===== src/hw/rtl/apsm_pkg.sv =====
package apsm_pkg;

  localparam logic [2:0] ST_DISARMED = 3'd0;
  localparam logic [2:0] ST_EXIT     = 3'd1;
  localparam logic [2:0] ST_ARMED    = 3'd2;
  localparam logic [2:0] ST_ENTRY    = 3'd3;
  localparam logic [2:0] ST_ALARM    = 3'd4;

  localparam logic [1:0] ACT_TICK   = 2'd0;
  localparam logic [1:0] ACT_TRIP   = 2'd1;
  localparam logic [1:0] ACT_ARM    = 2'd2;
  localparam logic [1:0] ACT_DISARM = 2'd3;

  localparam logic [1:0] MODE_AWAY     = 2'd0;
  localparam logic [1:0] MODE_STAY     = 2'd1;
  localparam logic [1:0] MODE_NIGHT    = 2'd2;
  localparam logic [1:0] MODE_VACATION = 2'd3;

  localparam logic [1:0] KIND_NONE    = 2'd0;
  localparam logic [1:0] KIND_ZONE    = 2'd1;
  localparam logic [1:0] KIND_TAMPER  = 2'd2;
  localparam logic [1:0] KIND_NETWORK = 2'd3;

  localparam logic [2:0] CFG_EXIT_DELAY  = 3'd0;
  localparam logic [2:0] CFG_ENTRY_DELAY = 3'd1;
  localparam logic [2:0] CFG_NET_TIMEOUT = 3'd2;
  localparam logic [2:0] CFG_CHIME       = 3'd3;
  localparam logic [2:0] CFG_GRACE       = 3'd4;

  localparam logic [15:0] EXIT_DELAY_RESET  = 16'd600;
  localparam logic [15:0] ENTRY_DELAY_RESET = 16'd600;
  localparam logic [15:0] NET_TIMEOUT_RESET = 16'd1200;
  localparam logic [7:0]  CHIME_RESET       = 8'd20;
  localparam logic [15:0] GRACE_RESET       = 16'd100;

  localparam logic [3:0]  TAMPER_LAST = 4'd9;
  localparam logic [15:0] COUNT_MAX   = 16'hFFFF;

  typedef struct packed {
    logic [15:0] exit_delay_ticks;
    logic [15:0] entry_delay_ticks;
    logic [15:0] network_timeout_ticks;
    logic [7:0]  chime_ticks;
    logic [15:0] grace_ticks;
  } cfg_t;

  typedef struct packed {
    logic [1:0] action;
    logic [5:0] zone_index;
    logic       zone_is_camera;
    logic       zone_armed_only;
    logic       zone_fire_or_panic;
    logic       zone_is_chime;
    logic       zone_is_interior;
    logic       zone_is_perimeter;
    logic [1:0] arm_mode;
    logic       network_up;
    logic       tamper;
  } item_t;

  typedef struct packed {
    logic [2:0]  state_code;
    logic [1:0]  armed_mode;
    logic [15:0] timer_left;
    logic        siren_on;
    logic        chime_on;
    logic        alert_new;
    logic [5:0]  alert_zone;
    logic [5:0]  violation_zone;
    logic [1:0]  violation_kind;
  } result_t;

endpackage


===== src/hw/rtl/alarm_panel_arm_state_machine_core.sv =====
// alarm panel arming machine
// s_* carries one item: a tick, a zone trip, an arm request or a disarm, with
// the action code in s_tuser and the zone, mode and tick attributes in s_tdata.
// m_* returns exactly one result item per input item, in order: panel state,
// mode, delay timer, siren and chime drive, new-alert pulse and zone, and the
// latest violation.
// the cfg_* port writes the five delay/timeout registers, one per cycle; the user
// must write them only while no item is in flight, which the block does not enforce.
// an item passes through an input register, then the state update with the
// result register. one item is taken per cycle unless m_tready stalls the
// result register, a rate set by the state update loop.
// a held result does not block the input register from filling; when both are
// full and m_tready is low, s_tready drops and nothing is lost.
// reset clears the panel to disarmed, all counters, alert bits and drives,
// loads the register defaults and empties both registers.
module alarm_panel_arm_state_machine_core #(
  parameter int ZONE_COUNT = 64
) (
  input  logic        clk,
  input  logic        rst,
  input  logic        s_tvalid,
  output logic        s_tready,
  input  logic [15:0] s_tdata,   // zone_index, zone_is_camera, zone_armed_only,
                                 // zone_fire_or_panic, zone_is_chime, zone_is_interior,
                                 // zone_is_perimeter, arm_mode, network_up, tamper
  input  logic [1:0]  s_tuser,   // action
  output logic        m_tvalid,
  input  logic        m_tready,
  output logic [39:0] m_tdata,   // state_code, armed_mode, timer_left, siren_on,
                                 // chime_on, alert_new, alert_zone, violation_zone,
                                 // violation_kind, zero fill
  input  logic        cfg_we,
  input  logic [2:0]  cfg_index,
  input  logic [15:0] cfg_data
);

  apsm_pkg::cfg_t    cfg;
  apsm_pkg::item_t   item;
  apsm_pkg::result_t result;
  apsm_pkg::result_t out_item;
  logic              in_valid;
  logic              advance;

  assign advance  = in_valid && (!m_tvalid || m_tready);
  assign s_tready = !in_valid || advance;

  always_ff @(posedge clk) begin
    if (rst) begin
      in_valid <= 1'b0;
    end else if (s_tready) begin
      in_valid <= s_tvalid;
    end
  end

  always_ff @(posedge clk) begin
    if (s_tvalid && s_tready) begin
      item.action             <= s_tuser;
      item.zone_index         <= s_tdata[5:0];
      item.zone_is_camera     <= s_tdata[6];
      item.zone_armed_only    <= s_tdata[7];
      item.zone_fire_or_panic <= s_tdata[8];
      item.zone_is_chime      <= s_tdata[9];
      item.zone_is_interior   <= s_tdata[10];
      item.zone_is_perimeter  <= s_tdata[11];
      item.arm_mode           <= s_tdata[13:12];
      item.network_up         <= s_tdata[14];
      item.tamper             <= s_tdata[15];
    end
  end

  apsm_cfg u_cfg (
    .clk       (clk),
    .rst       (rst),
    .cfg_we    (cfg_we),
    .cfg_index (cfg_index),
    .cfg_data  (cfg_data),
    .cfg       (cfg)
  );

  apsm_core #(
    .ZONE_COUNT (ZONE_COUNT)
  ) u_core (
    .clk    (clk),
    .rst    (rst),
    .cfg    (cfg),
    .item   (item),
    .step   (advance),
    .result (result)
  );

  always_ff @(posedge clk) begin
    if (rst) begin
      m_tvalid <= 1'b0;
    end else if (advance) begin
      m_tvalid <= 1'b1;
    end else if (m_tready) begin
      m_tvalid <= 1'b0;
    end
  end

  always_ff @(posedge clk) begin
    if (advance) begin
      out_item <= result;
    end
  end

  assign m_tdata = {2'b00,
                    out_item.violation_kind,
                    out_item.violation_zone,
                    out_item.alert_zone,
                    out_item.alert_new,
                    out_item.chime_on,
                    out_item.siren_on,
                    out_item.timer_left,
                    out_item.armed_mode,
                    out_item.state_code};

  a_hold_pending: assert property (@(posedge clk) disable iff (rst)
    in_valid && m_tvalid && !m_tready |=> in_valid && m_tvalid)
    else $error("pending item dropped under stall");

  a_accept_fills: assert property (@(posedge clk) disable iff (rst)
    s_tvalid && s_tready |=> in_valid)
    else $error("accepted item not registered");

  a_alert_zone_idle: assert property (@(posedge clk) disable iff (rst)
    m_tvalid && !out_item.alert_new |-> out_item.alert_zone == 6'd0)
    else $error("alert zone set without alert");

endmodule


===== src/hw/rtl/apsm_cfg.sv =====
module apsm_cfg (
  input  logic              clk,
  input  logic              rst,
  input  logic              cfg_we,
  input  logic [2:0]        cfg_index,
  input  logic [15:0]       cfg_data,
  output apsm_pkg::cfg_t    cfg
);

  always_ff @(posedge clk) begin
    if (rst) begin
      cfg.exit_delay_ticks      <= apsm_pkg::EXIT_DELAY_RESET;
      cfg.entry_delay_ticks     <= apsm_pkg::ENTRY_DELAY_RESET;
      cfg.network_timeout_ticks <= apsm_pkg::NET_TIMEOUT_RESET;
      cfg.chime_ticks           <= apsm_pkg::CHIME_RESET;
      cfg.grace_ticks           <= apsm_pkg::GRACE_RESET;
    end else if (cfg_we) begin
      unique case (cfg_index)
        apsm_pkg::CFG_EXIT_DELAY:  cfg.exit_delay_ticks      <= cfg_data;
        apsm_pkg::CFG_ENTRY_DELAY: cfg.entry_delay_ticks     <= cfg_data;
        apsm_pkg::CFG_NET_TIMEOUT: cfg.network_timeout_ticks <= cfg_data;
        apsm_pkg::CFG_CHIME:       cfg.chime_ticks           <= cfg_data[7:0];
        apsm_pkg::CFG_GRACE:       cfg.grace_ticks           <= cfg_data;
        default: ;
      endcase
    end
  end

endmodule


===== src/hw/rtl/apsm_core.sv =====
module apsm_core #(
  parameter int ZONE_COUNT = 64
) (
  input  logic              clk,
  input  logic              rst,
  input  apsm_pkg::cfg_t    cfg,
  input  apsm_pkg::item_t   item,
  input  logic              step,
  output apsm_pkg::result_t result
);

  localparam logic [8:0] ZONE_LIMIT = 9'(ZONE_COUNT);

  logic [2:0]            panel_state, panel_state_next;
  logic [1:0]            current_mode, current_mode_next;
  logic [15:0]           delay_count, delay_count_next;
  logic [7:0]            chime_count, chime_count_next;
  logic [15:0]           armed_tick_count, armed_tick_count_next;
  logic [15:0]           net_offline_count, net_offline_count_next;
  logic [3:0]            monitor_phase, monitor_phase_next;
  logic [ZONE_COUNT-1:0] alert_sent, alert_sent_next;
  logic [5:0]            lv_zone, lv_zone_next;
  logic [1:0]            lv_kind, lv_kind_next;
  logic                  siren_drive, siren_drive_next;
  logic                  chime_drive, chime_drive_next;

  logic                  alert_req;
  logic [5:0]            alert_z;
  logic [ZONE_COUNT-1:0] alert_sel;
  logic                  alert_hit;
  logic                  monitor;
  logic                  trip_in_range;

  always_comb begin
    panel_state_next       = panel_state;
    current_mode_next      = current_mode;
    delay_count_next       = delay_count;
    chime_count_next       = chime_count;
    armed_tick_count_next  = armed_tick_count;
    net_offline_count_next = net_offline_count;
    monitor_phase_next     = monitor_phase;
    alert_sent_next        = alert_sent;
    lv_zone_next           = lv_zone;
    lv_kind_next           = lv_kind;
    siren_drive_next       = siren_drive;
    chime_drive_next       = chime_drive;
    alert_req              = 1'b0;
    alert_z                = '0;
    monitor                = 1'b0;
    trip_in_range          = ({3'b000, item.zone_index} < ZONE_LIMIT);

    unique case (item.action)
      apsm_pkg::ACT_TICK: begin
        if (monitor_phase == 4'd0 && item.tamper &&
            (panel_state_next == apsm_pkg::ST_ARMED ||
             panel_state_next == apsm_pkg::ST_ENTRY)) begin
          lv_zone_next      = '0;
          lv_kind_next      = apsm_pkg::KIND_TAMPER;
          panel_state_next  = apsm_pkg::ST_ALARM;
          siren_drive_next  = 1'b1;
        end
        monitor_phase_next = (monitor_phase >= apsm_pkg::TAMPER_LAST) ? 4'd0
                                                                       : monitor_phase + 4'd1;
        if (delay_count_next != 16'd0) begin
          delay_count_next = delay_count_next - 16'd1;
        end
        if (chime_count_next != 8'd0) begin
          chime_count_next = chime_count_next - 8'd1;
          if (chime_count_next == 8'd0) begin
            chime_drive_next = 1'b0;
          end
        end
        if (panel_state_next == apsm_pkg::ST_ARMED ||
            panel_state_next == apsm_pkg::ST_ENTRY) begin
          if (armed_tick_count_next != apsm_pkg::COUNT_MAX) begin
            armed_tick_count_next = armed_tick_count_next + 16'd1;
          end
          if (!item.network_up) begin
            if (net_offline_count_next != apsm_pkg::COUNT_MAX) begin
              net_offline_count_next = net_offline_count_next + 16'd1;
            end
            if (cfg.network_timeout_ticks != 16'd0 &&
                net_offline_count_next == cfg.network_timeout_ticks) begin
              lv_zone_next     = '0;
              lv_kind_next     = apsm_pkg::KIND_NETWORK;
              panel_state_next = apsm_pkg::ST_ALARM;
              siren_drive_next = 1'b1;
            end
          end else begin
            net_offline_count_next = '0;
          end
        end else begin
          armed_tick_count_next  = '0;
          net_offline_count_next = '0;
        end
        if (panel_state_next == apsm_pkg::ST_EXIT && delay_count_next == 16'd0) begin
          panel_state_next = apsm_pkg::ST_ARMED;
        end
        if (panel_state_next == apsm_pkg::ST_ENTRY && delay_count_next == 16'd0) begin
          panel_state_next = apsm_pkg::ST_ALARM;
          siren_drive_next = 1'b1;
          alert_req        = 1'b1;
          alert_z          = lv_zone_next;
        end
      end
      apsm_pkg::ACT_TRIP: begin
        if (item.zone_is_camera) begin
          if (panel_state == apsm_pkg::ST_ARMED || panel_state == apsm_pkg::ST_ENTRY) begin
            panel_state_next = apsm_pkg::ST_ALARM;
            siren_drive_next = 1'b1;
          end
        end else if (trip_in_range) begin
          if (!item.zone_armed_only) begin
            if (item.zone_fire_or_panic) begin
              panel_state_next = apsm_pkg::ST_ALARM;
              siren_drive_next = 1'b1;
              alert_req        = 1'b1;
              alert_z          = item.zone_index;
            end
          end else begin
            if (panel_state == apsm_pkg::ST_DISARMED && item.zone_is_chime &&
                chime_count == 8'd0) begin
              chime_drive_next = 1'b1;
              chime_count_next = cfg.chime_ticks;
            end
            if (panel_state == apsm_pkg::ST_ARMED &&
                !(item.zone_is_interior && armed_tick_count < cfg.grace_ticks)) begin
              case (current_mode)
                apsm_pkg::MODE_STAY:  monitor = item.zone_is_perimeter;
                apsm_pkg::MODE_NIGHT: monitor = item.zone_is_perimeter ||
                                                !item.zone_is_interior;
                default:              monitor = 1'b1;
              endcase
              if (monitor) begin
                lv_zone_next = item.zone_index;
                lv_kind_next = apsm_pkg::KIND_ZONE;
                if (item.zone_is_perimeter) begin
                  panel_state_next = apsm_pkg::ST_ENTRY;
                  delay_count_next = cfg.entry_delay_ticks;
                end else begin
                  panel_state_next = apsm_pkg::ST_ALARM;
                  siren_drive_next = 1'b1;
                  alert_req        = 1'b1;
                  alert_z          = item.zone_index;
                end
              end
            end
          end
        end
      end
      apsm_pkg::ACT_ARM: begin
        if (panel_state == apsm_pkg::ST_DISARMED) begin
          current_mode_next = item.arm_mode;
          panel_state_next  = apsm_pkg::ST_EXIT;
          delay_count_next  = cfg.exit_delay_ticks;
        end
      end
      apsm_pkg::ACT_DISARM: begin
        panel_state_next = apsm_pkg::ST_DISARMED;
        delay_count_next = '0;
        chime_count_next = '0;
        siren_drive_next = 1'b0;
        chime_drive_next = 1'b0;
        alert_sent_next  = '0;
      end
      default: ;
    endcase

    // one-hot zone select, empty for zones beyond the count
    for (int i = 0; i < ZONE_COUNT; i++) begin
      alert_sel[i] = (9'(i) == {3'b000, alert_z});
    end
    alert_hit = alert_req && (|(alert_sel & ~alert_sent));
    if (alert_hit) begin
      lv_zone_next    = alert_z;
      lv_kind_next    = apsm_pkg::KIND_ZONE;
      alert_sent_next = alert_sent | alert_sel;
    end

    result.state_code     = panel_state_next;
    result.armed_mode     = current_mode_next;
    result.timer_left     = delay_count_next;
    result.siren_on       = siren_drive_next;
    result.chime_on       = chime_drive_next;
    result.alert_new      = alert_hit;
    result.alert_zone     = alert_hit ? alert_z : 6'd0;
    result.violation_zone = lv_zone_next;
    result.violation_kind = lv_kind_next;
  end

  always_ff @(posedge clk) begin
    if (rst) begin
      panel_state       <= apsm_pkg::ST_DISARMED;
      current_mode      <= apsm_pkg::MODE_AWAY;
      delay_count       <= '0;
      chime_count       <= '0;
      armed_tick_count  <= '0;
      net_offline_count <= '0;
      monitor_phase     <= '0;
      alert_sent        <= '0;
      lv_zone           <= '0;
      lv_kind           <= apsm_pkg::KIND_NONE;
      siren_drive       <= 1'b0;
      chime_drive       <= 1'b0;
    end else if (step) begin
      panel_state       <= panel_state_next;
      current_mode      <= current_mode_next;
      delay_count       <= delay_count_next;
      chime_count       <= chime_count_next;
      armed_tick_count  <= armed_tick_count_next;
      net_offline_count <= net_offline_count_next;
      monitor_phase     <= monitor_phase_next;
      alert_sent        <= alert_sent_next;
      lv_zone           <= lv_zone_next;
      lv_kind           <= lv_kind_next;
      siren_drive       <= siren_drive_next;
      chime_drive       <= chime_drive_next;
    end
  end

  // siren is only ever raised together with the alarm state
  a_siren_alarm: assert property (@(posedge clk) disable iff (rst)
    siren_drive |-> panel_state == apsm_pkg::ST_ALARM)
    else $error("siren driven outside alarm");

  a_phase_range: assert property (@(posedge clk) disable iff (rst)
    monitor_phase <= apsm_pkg::TAMPER_LAST)
    else $error("tamper phase out of range");

  a_disarm_clears: assert property (@(posedge clk) disable iff (rst)
    step && item.action == apsm_pkg::ACT_DISARM |=>
      alert_sent == '0 && !siren_drive && !chime_drive)
    else $error("disarm left alert or drive state");

endmodule

===== config.mk =====
export PLATFORM = sky130hd
export DESIGN_NAME = alarm_panel_arm_state_machine_core
export DESIGN_NICKNAME = d
export VERILOG_FILES = /design/src/hw/rtl/apsm_pkg.sv /design/src/hw/rtl/alarm_panel_arm_state_machine_core.sv /design/src/hw/rtl/apsm_cfg.sv /design/src/hw/rtl/apsm_core.sv
export SDC_FILE = /design/constraint.sdc
export NUM_CORES = 1
export LEC_CHECK = 0
export BUFFER_PORTS_ARGS = -buffer_cell sky130_fd_sc_hd__buf_2
export CAP_MARGIN = 15
export CORE_ASPECT_RATIO = 1.25
export CORE_MARGIN = 3
export CORE_UTILIZATION = 45
export CTS_BUF_LIST = sky130_fd_sc_hd__clkbuf_8 sky130_fd_sc_hd__clkbuf_16
export CTS_CLUSTER_DIAMETER = 100
export CTS_CLUSTER_SIZE = 12
export DETAILED_ROUTE_END_ITERATION = 10
export GPL_ROUTABILITY_DRIVEN = 0
export GPL_TIMING_DRIVEN = 1
export PLACE_DENSITY_LB_ADDON = 0.2
export SLEW_MARGIN = 10
export SYNTH_ARGS = -nofsm -noshare
export SYNTH_HDL_FRONTEND = slang
export SYNTH_HIERARCHICAL = 1
export SYNTH_SLANG_ARGS = --single-unit

===== constraint.sdc =====
create_clock -name clk -period 9 [get_ports clk]
set_clock_uncertainty 0.15 [all_clocks]
set_input_delay 1.8 -clock clk [delete_from_list [all_inputs] [get_ports clk]]
set_output_delay 1.8 -clock clk [all_outputs]
set_load 0.05 [all_outputs]

==> flow_summary.yaml <==
cells_and_area:
  nets: 1721
  multi_input_area_um2: 7980
  n_antenna_cell: 0
  fillers: 3099
  drive_above_1_share: 0.102
  area_delta_synth_final_pct: 8.50
  regArea_um2: 5950
floorplanning:
  rows: 73
  die_area_um2: 34700
  initial_utilization: 0.458
  die_h_um: 208
  die-width_um: 167
  core_area_um2: 32000
  io_pins: 84
clock_tree:
  cts-buffers-inserted: 26
  postCtsSetupRepairBufs: 0
  post_cts_resized: 0
  clkTransAtPathRegs_ps: 70
  clock_sinks: 269
  htree_levels: 1
  root_buffer: "clkbuf_16"
  clock_path_buffers: 3
  hold_buffers: 0
  clk_latency_ps: 550
  cts_tree: "built"
timing:
  finalCritPeriodShare: 0.702
  grt_setup_unrepaired: "false"
  fin_ws_ps: 2680
  finalSetupTns_ps: 0
  layout_min_cycle_time_ps: 6320
  hold_violations: 0
  drv_slew: 0
  max_slew_margin: 0.313
  setup_viol: 0
  tightest_slew_ps: 1030
  max_freq_mhz: 158
logic_synthesis:
  synth_edf_count: 56
  ys.flop_type: "dfxtp_1"
  yosysWarnings: 6
  syn_area_um2: 14600
  synthCells: 1641
  synth_seq_area_share: 0.406
  async_flop_share: 0
  syn_avg_cell_area_um2: 8.92
  ys_types: 102
  ys_ff_latch: 269
pwr:
  p_per_area_nw_per_um2: 163
  peakVddDrop_mv: 0.164
  power.total_mw: 2.59
  p_leak_nw: 6.06
run:
  drv_cap: 0
worst_setup_path:
  critPathLaunchType: "register"
  arrival_ps: 6600
  worstSetupEndpointType: "register"
  crit_family: "compound AO/OA/AOI/OAI gates"
  required_ps: 9280
  path_buf_inv: 1
  critical_path_class: "reg2reg"
  cpPeakStageDelay_ps: 620
  crit_fanout: 71
  crit_path_top_delay_cell: "nand2_4"
  crit_chain: "ha_1 -> nand4_1 -> nor4_1 -> xnor2_1 -> nor2_1 -> a2111oi_2 -> nand3b_4 -> o21ai_4 -> o21ai_1 -> a211oi_1 -> o311ai_1 -> o41ai_2 -> o2111ai_4 -> nand2_4 -> inv_4 -> a311o_1"
global_route:
  grt-ovfl-total: 0
  track_usage: 0.235
  grt_pass1_wl_um: 66600
  antenna_found_initial: 0
  grt_pass1_vias: 11800
  grt_max_degree: 73
routing:
  firstDrtPassIters: 5
  drt-initial-drc-count: 1085
  remaining_drc_errors: 0
  vias: 12600
  drt-vias-per-instance: 6.07
  final_antenna_net_count: 0
  routed_wl_um: 43000
  routedWlPerCell_um: 20.7
outcome:
  outcome: "complete, no violations"
placed_design:
  dp_slack_ps: 2790
  hpwl_um: 30600
  portBuffers: 81
hold_path:
  min_path_type: "reg2reg"
[through the flow]
stage                     hold WS, ps  cells   util  cell area, um2
after floorplan                   266   1642      -           14600
after global placement            281   2036  0.474           15200
after detailed placement          289   2036  0.474           15200
after CTS                         307   2075  0.497           15900
after global routing              328   2075  0.497           15900
final                             307   2075  0.497           15900
[synth_stat cells (8+ instances only)]
cell type,number,area share
and3_1,21,0.0090
inv_1,48,0.012
a211oi_1,18,0.0092
o21a_1,8,0.0041
a22oi_1,14,0.0072
xor2_1,24,0.014
clkbuf_1,64,0.016
o22ai_1,19,0.0081
nor4_1,14,0.0060
mux2i_1,119,0.081
a21o_1,8,0.0041
xnor2_1,17,0.010
dfxtp_1,213,0.29
nand2b_1,87,0.037
o2111ai_1,12,0.0072
edfxtp_1,56,0.11
ha_1,27,0.023
nor3_1,38,0.013
a21oi_1,59,0.020
buf_1,8,0.0021
or3_1,15,0.0064
and2_1,15,0.0064
buf_2,18,0.0062
nand2_1,149,0.038
buf_4,21,0.011
nand4_1,19,0.0081
o21ai_0,75,0.026
o31ai_1,70,0.036
nand3_1,43,0.015
nor2_1,161,0.041
[routing by layer]
layer / wire, um / vias up / global-route usage
li1: - / 6016 / -
met1: 18500 / 5987 / 0.314
met2: 20100 / 473 / 0.386
met3: 2510 / 112 / 0.0288
met4: 1820 / 0 / 0.0960
met5: 0 / - / 0
[area by class of cell]
| cell class | count | share of cell area |
|---|---|---|
| Timing Repair Buffer | 98 | 0.0337 |
| Tap cell | 412 | 0.0325 |
| Inverter | 49 | 0.0117 |
| Clock inverter | 12 | 0.00315 |
| Clock buffer | 27 | 0.0425 |
| Multi-Input combinational cell | 1208 | 0.502 |
| Sequential cell | 269 | 0.374 |
[report_power, final]
| group | leakage [nW] | total (mW) | switching (mW) | internal (mW) |
|---|---|---|---|---|
| Clock | 0.396 | 0.988 | 0.456 | 0.532 |
| Sequential | 2.26 | 1.29 | 0.0275 | 1.26 |
| Combinational | 3.41 | 0.316 | 0.213 | 0.103 |
[tightest hold or removal path: stages (launching register included)]
cell     delay [ps]
dfxtp_1         320
nand2_1          50
o31ai_1          50
[path summary, 6_finish.rpt]
| path | slack [ps] | cells past startpoint | start | end |
|---|---|---|---|---|
| min reg2reg | 310 | 2 | u_core/alert_sent[63] | u_core/alert_sent[63] |
| min | 310 | 2 | u_core/alert_sent[63] | u_core/alert_sent[63] |
| max reg2reg | 2680 | 16 | u_core/net_offline_count[0] | u_core/lv_zone[4] |
| max | 2680 | 16 | u_core/net_offline_count[0] | u_core/lv_zone[4] |
[kinds of logic (layout without fill, tap and decap cells)]
| group | count (synthesis) | count (layout) | synth area share |
|---|---|---|---|
| AOI/OAI and AO/OA | 390 | 390 | 0.189 |
| xor gates and xnor gates | 41 | 41 | 0.0245 |
| adders and majority gates | 27 | 27 | 0.0231 |
| buffers and inverters | 165 | 186 | 0.0513 |
| DFF | 269 | 269 | 0.406 |
| muxes | 121 | 121 | 0.0829 |
| other | 1 | 2 | 0.000256 |
| and+or+nand+nor | 627 | 627 | 0.222 |
[state kept, by name, indices dropped and copies added, names as in the netlist, 2 cells and up]
| signal | flops |
|---|---|
| u_core/alert_sent | 64 |
| u_core/chime_count | 8 |
| u_cfg/cfg | 72 |
| u_core/lv_kind | 2 |
| u_core/net_offline_count | 16 |
| u_core/monitor_phase | 4 |
| item | 18 |
| m_tdata | 38 |
| u_core/current_mode | 2 |
| u_core/delay_count | 16 |
| u_core/lv_zone | 6 |
| u_core/panel_state | 3 |
| u_core/armed_tick_count | 16 |
[cells in the final DEF (no fill, tap or decap), types with 21 or more instances in the layout]
master / count
dfxtp_1: 213
nor2_1: 161
nand2_1: 149
mux2i_1: 119
nand2b_1: 87
buf_2: 80
o21ai_0: 75
o31ai_1: 70
inv_1: 59
a21oi_1: 59
edfxtp_1: 56
nand3_1: 43
nor3_1: 37
clkbuf_16: 27
ha_1: 27
xor2_1: 24
and3_1: 21
Power figures use the tool's default switching activity.
